==> src/hdl/brd_pkg.sv <==
// Package for the backup record deframer: item and result types, result kinds,
// register indexes and reset values. Used by every file in hdl; depends on nothing.

package brd_pkg;

    localparam int LONG_HEADER_BYTES  = 20;
    localparam int SHORT_HEADER_BYTES = 12;
    localparam int LENGTH_BITS        = 24;

    // Result queue depth; must be a power of two and at least two.
    localparam int QUEUE_DEPTH = 4;

    localparam logic [2:0] KIND_HEADER           = 3'd0;
    localparam logic [2:0] KIND_DATA             = 3'd1;
    localparam logic [2:0] KIND_SESSION_MISMATCH = 3'd2;
    localparam logic [2:0] KIND_STREAM_MISMATCH  = 3'd3;
    localparam logic [2:0] KIND_TOO_LONG         = 3'd4;
    localparam logic [2:0] KIND_BLOCK_EXHAUSTED  = 3'd5;

    localparam logic ACTION_BEGIN = 1'b0;
    localparam logic ACTION_BYTE  = 1'b1;

    // Block format that carries long record headers; any other uses short ones.
    localparam logic [7:0] BLOCK_VERSION_LONG = 8'd1;

    localparam logic CFG_STREAM_TYPE_MASK  = 1'b0;
    localparam logic CFG_MAX_RECORD_LENGTH = 1'b1;

    localparam logic [30:0] STREAM_MASK_RESET = 31'd2047;
    localparam logic [23:0] MAX_LENGTH_RESET  = 24'd4000000;

    typedef struct packed {
        logic        action;
        logic [23:0] block_length;
        logic [7:0]  block_version;
        logic [31:0] block_session_id;
        logic [31:0] block_session_time;
        logic [7:0]  data_byte;
    } in_item_t;

    typedef struct packed {
        logic [2:0]         kind;
        logic signed [31:0] file_index;
        logic [30:0]        stream;
        logic [30:0]        masked_stream;
        logic [31:0]        session_id;
        logic [31:0]        session_time;
        logic [23:0]        record_length;
        logic               continuation;
        logic [7:0]         payload_byte;
        logic               last_of_record;
        logic               partial;
    } out_item_t;

    // Results written into the queue in one cycle: second only with first.
    typedef struct packed {
        logic first;
        logic second;
    } push_t;

endpackage

==> src/hdl/backup_record_deframer.sv <==
// Top level of the backup record deframer: input register, header and data
// parsing, configuration registers. Depends on brd_pkg and brd_result_queue.
//
// Path: input register, then result queue, from which the first result is taken.
// Throughput: one item per cycle while the queue has room for two; one result leaves
// per cycle unless stalled; the four-entry queue absorbs items that cause two results.
// Reset: clears the parse state, sets the registers to their defaults; no clearing pass.

module backup_record_deframer #(
    parameter int LENGTH_BITS = brd_pkg::LENGTH_BITS
) (
    input  logic               clk,
    input  logic               rst_n,
    input  logic               in_valid,
    output logic               in_stall,
    input  brd_pkg::in_item_t  in_item,
    output logic               out_valid,
    input  logic               out_stall,
    output brd_pkg::out_item_t out_item,
    input  logic               cfg_valid,
    output logic               cfg_ready,
    input  logic               cfg_index,
    input  logic [31:0]        cfg_data
);

    localparam int LB     = LENGTH_BITS;
    localparam int HMAX   = brd_pkg::LONG_HEADER_BYTES;
    localparam int HCW    = $clog2(HMAX + 1);
    localparam int HIW    = $clog2(HMAX);

    localparam logic [1:0] PH_IDLE = 2'd0;
    localparam logic [1:0] PH_HEAD = 2'd1;
    localparam logic [1:0] PH_DATA = 2'd2;

    // Input register.
    logic              item_vld_reg, item_vld_next;
    brd_pkg::in_item_t item_reg;
    logic              accept, process, room;

    // Parse state.
    logic [1:0]     phase_reg, phase_next;
    logic [HCW-1:0] hcount_reg, hcount_next;
    logic [7:0]     hbytes_reg [HMAX];
    logic [LB-1:0]  bleft_reg, bleft_next;
    logic [LB-1:0]  dleft_reg, dleft_next;
    logic           rpend_reg, rpend_next;
    logic [31:0]    sv_sid_reg, sv_sid_next;
    logic [31:0]    sv_stime_reg, sv_stime_next;
    logic [30:0]    sv_stream_reg, sv_stream_next;
    logic           long_reg, long_next;
    logic [31:0]    blk_sid_reg, blk_sid_next;
    logic [31:0]    blk_stime_reg, blk_stime_next;

    logic [30:0] mask_reg;
    logic [23:0] maxlen_reg;

    // Header decode.
    logic [7:0]     hv [HMAX];
    logic [31:0]    w [5];
    logic [31:0]    sid, stime, fi, sraw, len, mag;
    logic [30:0]    strm;
    logic           cont;
    logic [HCW-1:0] hcount_inc, hl_cur, hl_next;
    logic           hb_we;

    logic               chk;
    logic [LB-1:0]      chk_left;
    logic               first_used;
    brd_pkg::push_t     push;
    brd_pkg::out_item_t res0, res1;

    function automatic brd_pkg::out_item_t status_item(input logic [2:0] kind);
        brd_pkg::out_item_t r;
        r      = '0;
        r.kind = kind;
        return r;
    endfunction

    assign in_stall  = item_vld_reg && !process;
    assign accept    = in_valid && !in_stall;
    assign process   = item_vld_reg && room;
    assign cfg_ready = 1'b1;

    assign hcount_inc = hcount_reg + HCW'(1);
    assign hl_cur  = long_reg ? HCW'(brd_pkg::LONG_HEADER_BYTES)
                              : HCW'(brd_pkg::SHORT_HEADER_BYTES);
    assign hl_next = long_next ? HCW'(brd_pkg::LONG_HEADER_BYTES)
                               : HCW'(brd_pkg::SHORT_HEADER_BYTES);

    // The header as it stands with the current byte placed.
    always_comb
    begin
        for (int k = 0; k < HMAX; k++)
        begin
            hv[k] = (hcount_reg == HCW'(k)) ? item_reg.data_byte : hbytes_reg[k];
        end
        for (int i = 0; i < 5; i++)
        begin
            w[i] = {hv[4*i], hv[4*i+1], hv[4*i+2], hv[4*i+3]};
        end
        if (long_reg)
        begin
            sid   = w[0];
            stime = w[1];
            fi    = w[2];
            sraw  = w[3];
            len   = w[4];
        end
        else
        begin
            sid   = blk_sid_reg;
            stime = blk_stime_reg;
            fi    = w[0];
            sraw  = w[1];
            len   = w[2];
        end
        cont = sraw[31];
        mag  = 32'd0 - sraw;
        strm = cont ? mag[30:0] : sraw[30:0];
    end

    always_comb
    begin
        item_vld_next  = accept ? 1'b1 : (process ? 1'b0 : item_vld_reg);
        phase_next     = phase_reg;
        hcount_next    = hcount_reg;
        bleft_next     = bleft_reg;
        dleft_next     = dleft_reg;
        rpend_next     = rpend_reg;
        sv_sid_next    = sv_sid_reg;
        sv_stime_next  = sv_stime_reg;
        sv_stream_next = sv_stream_reg;
        long_next      = long_reg;
        blk_sid_next   = blk_sid_reg;
        blk_stime_next = blk_stime_reg;
        hb_we          = 1'b0;
        chk            = 1'b0;
        chk_left       = bleft_reg;
        first_used     = 1'b0;
        res0           = '0;
        res1           = '0;
        push           = '0;

        if (process)
        begin
            if (item_reg.action == brd_pkg::ACTION_BEGIN)
            begin
                bleft_next     = LB'(item_reg.block_length);
                long_next      = (item_reg.block_version == brd_pkg::BLOCK_VERSION_LONG);
                blk_sid_next   = item_reg.block_session_id;
                blk_stime_next = item_reg.block_session_time;
                dleft_next     = '0;
                chk            = 1'b1;
                chk_left       = LB'(item_reg.block_length);
            end
            else
            begin
                unique case (phase_reg)
                    PH_HEAD:
                    begin
                        if (bleft_reg == '0)
                        begin
                            phase_next = PH_IDLE;
                        end
                        else
                        begin
                            hb_we       = (hcount_reg < HCW'(HMAX));
                            hcount_next = hcount_inc;
                            bleft_next  = bleft_reg - LB'(1);
                            if (hcount_inc >= hl_cur)
                            begin
                                hcount_next = '0;
                                first_used  = 1'b1;
                                push.first  = 1'b1;
                                if (rpend_reg &&
                                    (sv_sid_reg != sid || sv_stime_reg != stime))
                                begin
                                    res0       = status_item(brd_pkg::KIND_SESSION_MISMATCH);
                                    phase_next = PH_IDLE;
                                end
                                else if (cont && rpend_reg && {1'b0, sv_stream_reg} != mag)
                                begin
                                    res0       = status_item(brd_pkg::KIND_STREAM_MISMATCH);
                                    phase_next = PH_IDLE;
                                end
                                else
                                begin
                                    sv_stream_next = strm;
                                    sv_sid_next    = sid;
                                    sv_stime_next  = stime;
                                    if (len >= {8'd0, maxlen_reg})
                                    begin
                                        res0       = status_item(brd_pkg::KIND_TOO_LONG);
                                        phase_next = PH_IDLE;
                                    end
                                    else
                                    begin
                                        res0.kind          = brd_pkg::KIND_HEADER;
                                        res0.file_index    = fi;
                                        res0.stream        = strm;
                                        res0.masked_stream = strm & mask_reg;
                                        res0.session_id    = sid;
                                        res0.session_time  = stime;
                                        res0.record_length = len[23:0];
                                        res0.continuation  = cont;
                                        dleft_next         = LB'(len);
                                        chk_left           = bleft_next;
                                        if (LB'(len) == '0)
                                        begin
                                            rpend_next = 1'b0;
                                            chk        = 1'b1;
                                        end
                                        else if (bleft_next == '0)
                                        begin
                                            rpend_next = 1'b1;
                                            chk        = 1'b1;
                                        end
                                        else
                                        begin
                                            phase_next = PH_DATA;
                                        end
                                    end
                                end
                            end
                        end
                    end
                    PH_DATA:
                    begin
                        if (bleft_reg == '0 || dleft_reg == '0)
                        begin
                            phase_next = PH_IDLE;
                        end
                        else
                        begin
                            bleft_next          = bleft_reg - LB'(1);
                            dleft_next          = dleft_reg - LB'(1);
                            first_used          = 1'b1;
                            push.first          = 1'b1;
                            res0.kind           = brd_pkg::KIND_DATA;
                            res0.payload_byte   = item_reg.data_byte;
                            res0.last_of_record = (dleft_next == '0);
                            res0.partial        = (dleft_next != '0) && (bleft_next == '0);
                            chk_left            = bleft_next;
                            if (res0.last_of_record)
                            begin
                                rpend_next = 1'b0;
                                chk        = 1'b1;
                            end
                            else if (res0.partial)
                            begin
                                rpend_next = 1'b1;
                                chk        = 1'b1;
                            end
                        end
                    end
                    default:
                    begin
                        // Bytes while idle are dropped.
                    end
                endcase
            end

            // Either the block is exhausted or the next header begins.
            if (chk)
            begin
                hcount_next = '0;
                if (chk_left < LB'(hl_next))
                begin
                    phase_next = PH_IDLE;
                    if (first_used)
                    begin
                        res1        = status_item(brd_pkg::KIND_BLOCK_EXHAUSTED);
                        push.second = 1'b1;
                    end
                    else
                    begin
                        res0       = status_item(brd_pkg::KIND_BLOCK_EXHAUSTED);
                        push.first = 1'b1;
                    end
                end
                else
                begin
                    phase_next = PH_HEAD;
                end
            end
        end
    end

    always_ff @(posedge clk or negedge rst_n)
    begin
        if (!rst_n)
        begin
            item_vld_reg  <= 1'b0;
            phase_reg     <= PH_IDLE;
            hcount_reg    <= '0;
            bleft_reg     <= '0;
            dleft_reg     <= '0;
            rpend_reg     <= 1'b0;
            sv_sid_reg    <= '0;
            sv_stime_reg  <= '0;
            sv_stream_reg <= '0;
            long_reg      <= 1'b0;
            blk_sid_reg   <= '0;
            blk_stime_reg <= '0;
            mask_reg      <= brd_pkg::STREAM_MASK_RESET;
            maxlen_reg    <= brd_pkg::MAX_LENGTH_RESET;
        end
        else
        begin
            item_vld_reg  <= item_vld_next;
            phase_reg     <= phase_next;
            hcount_reg    <= hcount_next;
            bleft_reg     <= bleft_next;
            dleft_reg     <= dleft_next;
            rpend_reg     <= rpend_next;
            sv_sid_reg    <= sv_sid_next;
            sv_stime_reg  <= sv_stime_next;
            sv_stream_reg <= sv_stream_next;
            long_reg      <= long_next;
            blk_sid_reg   <= blk_sid_next;
            blk_stime_reg <= blk_stime_next;
            if (cfg_valid && cfg_ready)
            begin
                unique case (cfg_index)
                    brd_pkg::CFG_STREAM_TYPE_MASK:  mask_reg   <= cfg_data[30:0];
                    brd_pkg::CFG_MAX_RECORD_LENGTH: maxlen_reg <= cfg_data[23:0];
                    default:                        mask_reg   <= mask_reg;
                endcase
            end
        end
    end

    always_ff @(posedge clk)
    begin
        if (accept)
        begin
            item_reg <= in_item;
        end
        if (hb_we)
        begin
            hbytes_reg[hcount_reg[HIW-1:0]] <= item_reg.data_byte;
        end
    end

    brd_result_queue u_queue (
        .clk       (clk),
        .rst_n     (rst_n),
        .push      (push),
        .data0     (res0),
        .data1     (res1),
        .room      (room),
        .out_valid (out_valid),
        .out_stall (out_stall),
        .out_item  (out_item)
    );

    a_data_has_work: assert property (@(posedge clk) disable iff (!rst_n)
        (phase_reg == PH_DATA) |-> (dleft_reg != '0 && bleft_reg != '0))
        else $error("data phase with nothing left to carry");

    a_header_count: assert property (@(posedge clk) disable iff (!rst_n)
        (phase_reg == PH_HEAD) |-> (hcount_reg < hl_cur))
        else $error("header count past header length");

    a_idle_count: assert property (@(posedge clk) disable iff (!rst_n)
        (phase_reg == PH_IDLE) |-> (hcount_reg == '0))
        else $error("header count not cleared while idle");

    a_hold_when_full: assert property (@(posedge clk) disable iff (!rst_n)
        (item_vld_reg && !room) |=> item_vld_reg)
        else $error("held item lost while the queue was full");

endmodule

==> src/hdl/brd_result_queue.sv <==
// Small result queue for the backup record deframer: takes up to two results
// a cycle and hands out one while out_stall is low. Depends on brd_pkg.

module brd_result_queue (
    input  logic              clk,
    input  logic              rst_n,
    input  brd_pkg::push_t    push,
    input  brd_pkg::out_item_t data0,
    input  brd_pkg::out_item_t data1,
    output logic              room,
    output logic              out_valid,
    input  logic              out_stall,
    output brd_pkg::out_item_t out_item
);

    localparam int DEPTH = brd_pkg::QUEUE_DEPTH;
    localparam int PW    = $clog2(DEPTH);
    localparam int CW    = $clog2(DEPTH + 1);

    brd_pkg::out_item_t entry_reg [DEPTH];
    logic [PW-1:0] wr_ptr_reg, wr_ptr_next;
    logic [PW-1:0] rd_ptr_reg, rd_ptr_next;
    logic [CW-1:0] cnt_reg, cnt_next;
    logic          pop;
    logic [1:0]    n_push;

    assign out_valid = (cnt_reg != '0);
    assign out_item  = entry_reg[rd_ptr_reg];
    assign pop       = out_valid && !out_stall;
    // Room for two results, so any item can be processed.
    assign room      = (cnt_reg <= CW'(DEPTH - 2));
    assign n_push    = 2'(push.first) + 2'(push.second);

    always_comb
    begin
        wr_ptr_next = wr_ptr_reg + PW'(n_push);
        rd_ptr_next = rd_ptr_reg + PW'(pop);
        cnt_next    = cnt_reg + CW'(n_push) - CW'(pop);
    end

    always_ff @(posedge clk or negedge rst_n)
    begin
        if (!rst_n)
        begin
            wr_ptr_reg <= '0;
            rd_ptr_reg <= '0;
            cnt_reg    <= '0;
        end
        else
        begin
            wr_ptr_reg <= wr_ptr_next;
            rd_ptr_reg <= rd_ptr_next;
            cnt_reg    <= cnt_next;
        end
    end

    always_ff @(posedge clk)
    begin
        if (push.first)
        begin
            entry_reg[wr_ptr_reg] <= data0;
        end
        if (push.second)
        begin
            entry_reg[wr_ptr_reg + PW'(1)] <= data1;
        end
    end

    a_no_overflow: assert property (@(posedge clk) disable iff (!rst_n)
        cnt_reg <= CW'(DEPTH))
        else $error("result queue overflow");

    a_second_needs_first: assert property (@(posedge clk) disable iff (!rst_n)
        push.second |-> push.first)
        else $error("second result pushed without a first");

    a_push_shows: assert property (@(posedge clk) disable iff (!rst_n)
        (push.first && !out_valid) |=> out_valid)
        else $error("pushed result did not appear at the output");

endmodule
==> config.mk <==
export PLATFORM = sky130hd
export DESIGN_NAME = backup_record_deframer
export DESIGN_NICKNAME = d
export VERILOG_FILES = /design/src/hdl/brd_pkg.sv /design/src/hdl/backup_record_deframer.sv /design/src/hdl/brd_result_queue.sv
export SDC_FILE = /design/constraint.sdc
export NUM_CORES = 2
export LEC_CHECK = 0
export ABC_AREA = 1
export BUFFER_PORTS_ARGS = -buffer_cell sky130_fd_sc_hd__buf_2
export CAP_MARGIN = 20
export CORE_ASPECT_RATIO = 1.75
export CORE_UTILIZATION = 45
export CTS_BUF_LIST = sky130_fd_sc_hd__clkbuf_8 sky130_fd_sc_hd__clkbuf_16
export DETAILED_ROUTE_END_ITERATION = 8
export GPL_ROUTABILITY_DRIVEN = 0
export SLEW_MARGIN = 20
export SYNTH_ARGS = -nofsm -noshare
export SYNTH_HDL_FRONTEND = slang
export SYNTH_HIERARCHICAL = 1
export SYNTH_SLANG_ARGS = --single-unit
==> constraint.sdc <==
create_clock -name clk -period 13.5 [get_ports clk]
set_clock_uncertainty 0.2 [all_clocks]
set_input_delay 0.675 -clock clk [delete_from_list [all_inputs] [get_ports clk]]
set_output_delay 0.675 -clock clk [all_outputs]
set_load 0.03 [all_outputs]
==> impl_results.rst <==
.. list-table::
   :header-rows: 1

   * - Metric
     - Value
   * - Via density per instance
     - 5.27
   * - Met3 routed wirelength
     - 20400 um
   * - Cell family with most CP delay
     - simple AND/OR/NAND/NOR gates
   * - IO buf count
     - 339
   * - Internal Dissipation
     - roughly 8.3 mW
   * - Number of violations of the max-capacitance limit
     - 0
   * - Number of buffers added for setup after CTS
     - 0
   * - Initial DRC count
     - 6642
   * - Maximum number of pins on one net before global-route repair
     - 250
   * - Unique cell type count in the Yosys netlist
     - 58
   * - Final wirelength
     - 268000 um
   * - Setup TNS after final layout
     - 0 ps
   * - Launching element type of the critical path
     - register
   * - Adder-cell share of the synthesized area
     - 0.828%
   * - Number of standard cells after synthesis
     - 9508
   * - Vias in the first global route
     - 62.8k
   * - Layout-stage area growth over the synthesis result
     - 15.2%
   * - Fraction of the mapped netlist area in compound gates
     - 5.78%
   * - RSZ-0062 raised after global routing
     - false
   * - Fill cell count
     - 15.4k
   * - Max Clk Rate
     - 0.0992 GHz
   * - Final critical-path required period
     - 10080 ps
   * - Required time of the critical path
     - between 10000 and 15000 ps
   * - Slew Limit Headroom
     - 16.5%
   * - Crit path arrival time
     - 10310 ps
   * - Number of warnings printed during yosys synthesis
     - 6
   * - Largest area contributor in the synthesized netlist
     - edfxtp_1
   * - Commonest cells after routing, fill and taps aside
     - nand2_1, inv_1, edfxtp_1
   * - Clk pwr share
     - 25.3%
   * - Number of flip-flops under the largest register name
     - 784
   * - Sequential-to-total area share from yosys stat
     - between 50 and 60%
   * - Max clock buf depth
     - 4
   * - Crit path kind
     - register to register
   * - Cell area power density
     - 175 nW/um^2
   * - Reported net switching power
     - 6.81 mW
   * - Share of flip-flops with an asynchronous set or reset
     - 21.0%
   * - Worst-Margin Slew
     - 1240 ps
   * - Endpoint class of the critical path
     - register
   * - DRC errors left
     - 0
   * - Part of the total power dissipated in sequential elements
     - 33.9%
   * - Portion of netlist area occupied by mux cells
     - 0.182%
   * - Highest Signal Layer
     - met4
   * - CTS root buffer
     - clkbuf_16
   * - Setup slack at placement
     - approximately 3600 ps
   * - Max Transition Viols Final
     - 0
   * - Worst path cell trace
     - inv_1 -> ha_1 -> nand3_2 -> o21ai_0 -> mux2i_1 -> xnor2_1 -> nor4_1 -> nand4_1 -> o21ai_2 -> nand4_4 -> o21ai_0 -> o221ai_1 -> o21ai_0 -> o21ai_0 -> ha_1 -> nand2_1 -> nand2_1 -> nand2_1 -> nand2_1 -> nor3_2 -> buf_4 -> nand3_4 -> nand2_4 -> buf_4
   * - Top-level I/O count
     - 342
   * - Via Count
     - between 60k and 70k
   * - Core Region
     - 165000 um^2
   * - Count of hold buffers inserted by post-cts repair
     - 121
   * - Leading post-synthesis cells by cell area
     - edfxtp_1, nand2_1, dfrtp_1
   * - Most frequently used flop master after synthesis
     - edfxtp_1
   * - Number of nets at the end of the flow
     - around 11k
   * - Clock slew seen by the registers of the worst setup and hold paths
     - 60 ps
   * - H-tree lvl count
     - 4
   * - Most common library cell in the layout ignoring fill and taps
     - nand2_1
   * - Number of instances resized during post-cts repair
     - 0
   * - Cell with the largest stage delay on the worst path
     - nand3_4
   * - Count of clock tree sinks
     - 1328
   * - Number of buffers added by the clock tree synthesis step
     - roughly 140
   * - Mean instance size in the synthesized netlist
     - 7.88 um^2
   * - Simple-Gate Fraction of Synth Area
     - 30.2%
   * - Class of the worst hold path
     - primary input to register
   * - First-pass GRT wire length
     - 393000 um
   * - Mapped cell area
     - between 70000 and 80000 um^2
   * - Final worst slack
     - 3420 ps
   * - Number of flops mapped to enable cells by yosys
     - 1049
   * - Run status
     - complete, no violations
   * - Endpoints failing setup
     - 0
   * - Clock latency on the worst-skew pair
     - 810 ps
   * - Core Util, Final
     - 52.4%
   * - TritonRoute pass-1 iters
     - 8
   * - Starting utilization of the core area
     - 45.4%
   * - Hold Fails Final Rpt
     - 0
   * - Top cell type's share of synthesized area
     - 42.0%
   * - Number of core rows
     - around 200
   * - Combinational power share
     - about two fifths
   * - Largest family of logic cells by synthesized area
     - simple AND/OR/NAND/NOR gates
   * - Average wire per cell in the routed design
     - 21.1 um
   * - Tot GR Track Use
     - 31.5%
   * - Crit-path max FO
     - 77
   * - Share of the synthesized netlist area taken by xor and xnor gates
     - approximately 1.1%
   * - Fraction of final layout cells with drive strength greater than 1
     - 7.34%
   * - TritonCTS clock tree
     - done
   * - Final HPWL from detailed placement
     - 168000 um
   * - Pleak
     - 40.5 nW
   * - Width of the die
     - 310 um
   * - Final worst path period share
     - 74.7%
   * - Longest individual stage delay on the worst path
     - 910 ps
   * - Final antenna-violating net count
     - 0
   * - Critical path buffers and inverters
     - 3
   * - Detailed route wirelength on metal2
     - 126000 um
   * - VDD IR max
     - 0.193 mV
   * - Switching Fraction
     - 45.2%
   * - Die height
     - 542 um
   * - Wire length the detailed router placed on met1
     - a little over 100000 um
   * - Seq cells post-synth
     - 1328
   * - Die ar.
     - 168000 um^2
   * - Initial antenna violation count
     - 6
   * - Gr ovfl total
     - 0
-- per-layer routing --
layer / vias up / global-route usage (%)
met5: - / 0
met4: 0 / 20.7
met3: 739 / 4.41
met2: 2992 / 51.9
met1: 31200 / 38.2
li1: 31900 / -
-- cell families (layout without fill, tap and decap cells) --
logic type      after synthesis  in the layout
simple gates               5270           5270
xor+xnor                     93             93
mux                          13             13
flops                      1328           1328
other cells                   2            783
buf+inv                    1967           2184
compound gates              786            786
fa+ha+maj                    49             49
-- power groups by stage --
stage / clock network, mW / registers (mW) / logic (mW)
after global placement: 0 / 5.18 / 5.98
after global routing: 4.01 / 5.14 / 6.57
after CTS: 3.88 / 5.10 / 6.06
after detailed placement: 0 / 5.19 / 6.03
final: 3.82 / 5.11 / 6.14
after floorplan: 0 / 5.04 / 3.83
-- tightest hold or removal path: cells and delay by family --
family,cells,cell delay (ps)
AO/OA/AOI/OAI,1,120
buffers and inverters,2,210
-- final timing paths --
path | from | to | slack [ps] | cells past startpoint
hold / removal | cfg_data[0] | mask_reg[0]$_DFFE_PN1P_ | 40 | 3
setup / recovery | hcount_reg[0]$_DFFE_PN0P_ | u_queue/entry_reg[2][104]$_DFFE_PP_ | 3420 | 24
min in group asynchronous | rst_n | sv_sid_reg[17]$_DFFE_PN0P_ | 290 | 2
max in group asynchronous | rst_n | long_reg$_DFF_PN0_ | 10410 | 4
setup reg to reg | hcount_reg[0]$_DFFE_PN0P_ | u_queue/entry_reg[2][104]$_DFFE_PP_ | 3420 | 24
hold reg to reg | item_reg[61]$_DFFE_PP_ | blk_sid_reg[21]$_DFFE_PN0P_ | 250 | 2
-- through the flow --
stage                     instance area [um^2]  total power [mW]  std cells  hold slack (ps)
after global routing                     86300              15.7      12700             43.3
after floorplan                          77800              8.87      10300              179
after CTS                                86200              15.0      12700             9.41
after global placement                   80600              11.2      12300              232
final                                    86300              15.1      12700             41.8
after detailed placement                 80600              11.2      12300              237
-- cell usage after synthesis (all sizes together) (4+ instances only) --
| master | instances |
|---|---|
| o22ai | 11 |
| nor4 | 26 |
| or2 | 13 |
| nor2 | 400 |
| clkbuf | 275 |
| o221ai | 6 |
| o21ai | 582 |
| clkinv | 8 |
| xnor2 | 36 |
| mux2 | 5 |
| nand3b | 5 |
| o2111ai | 15 |
| inv | 1357 |
| dfstp | 18 |
| ha | 48 |
| o21a | 9 |
| a22oi | 14 |
| buf | 327 |
| nand2 | 3389 |
| dfrtp | 261 |
| nand3 | 897 |
| a211oi | 27 |
| mux2i | 8 |
| edfxtp | 1049 |
| nor3b | 24 |
| nor3 | 38 |
| o31ai | 4 |
| a21oi | 64 |
| nand4 | 472 |
| o211ai | 48 |
| xor2 | 55 |
-- cell type report --
class	instances	area [um^2]	share of cell area, %
Timing Repair Buffer	571	3960	4.58
Tap cell	2189	2740	3.17
Clock inverter	89	548	0.635
Inverter	1365	5150	5.97
Antenna cell	6	15.0	0.0174
Multi-Input combinational cell	6988	31600	36.5
Sequential cell	1328	38500	44.6
Clock buffer	159	3850	4.46
Power figures use the tool's default switching activity.
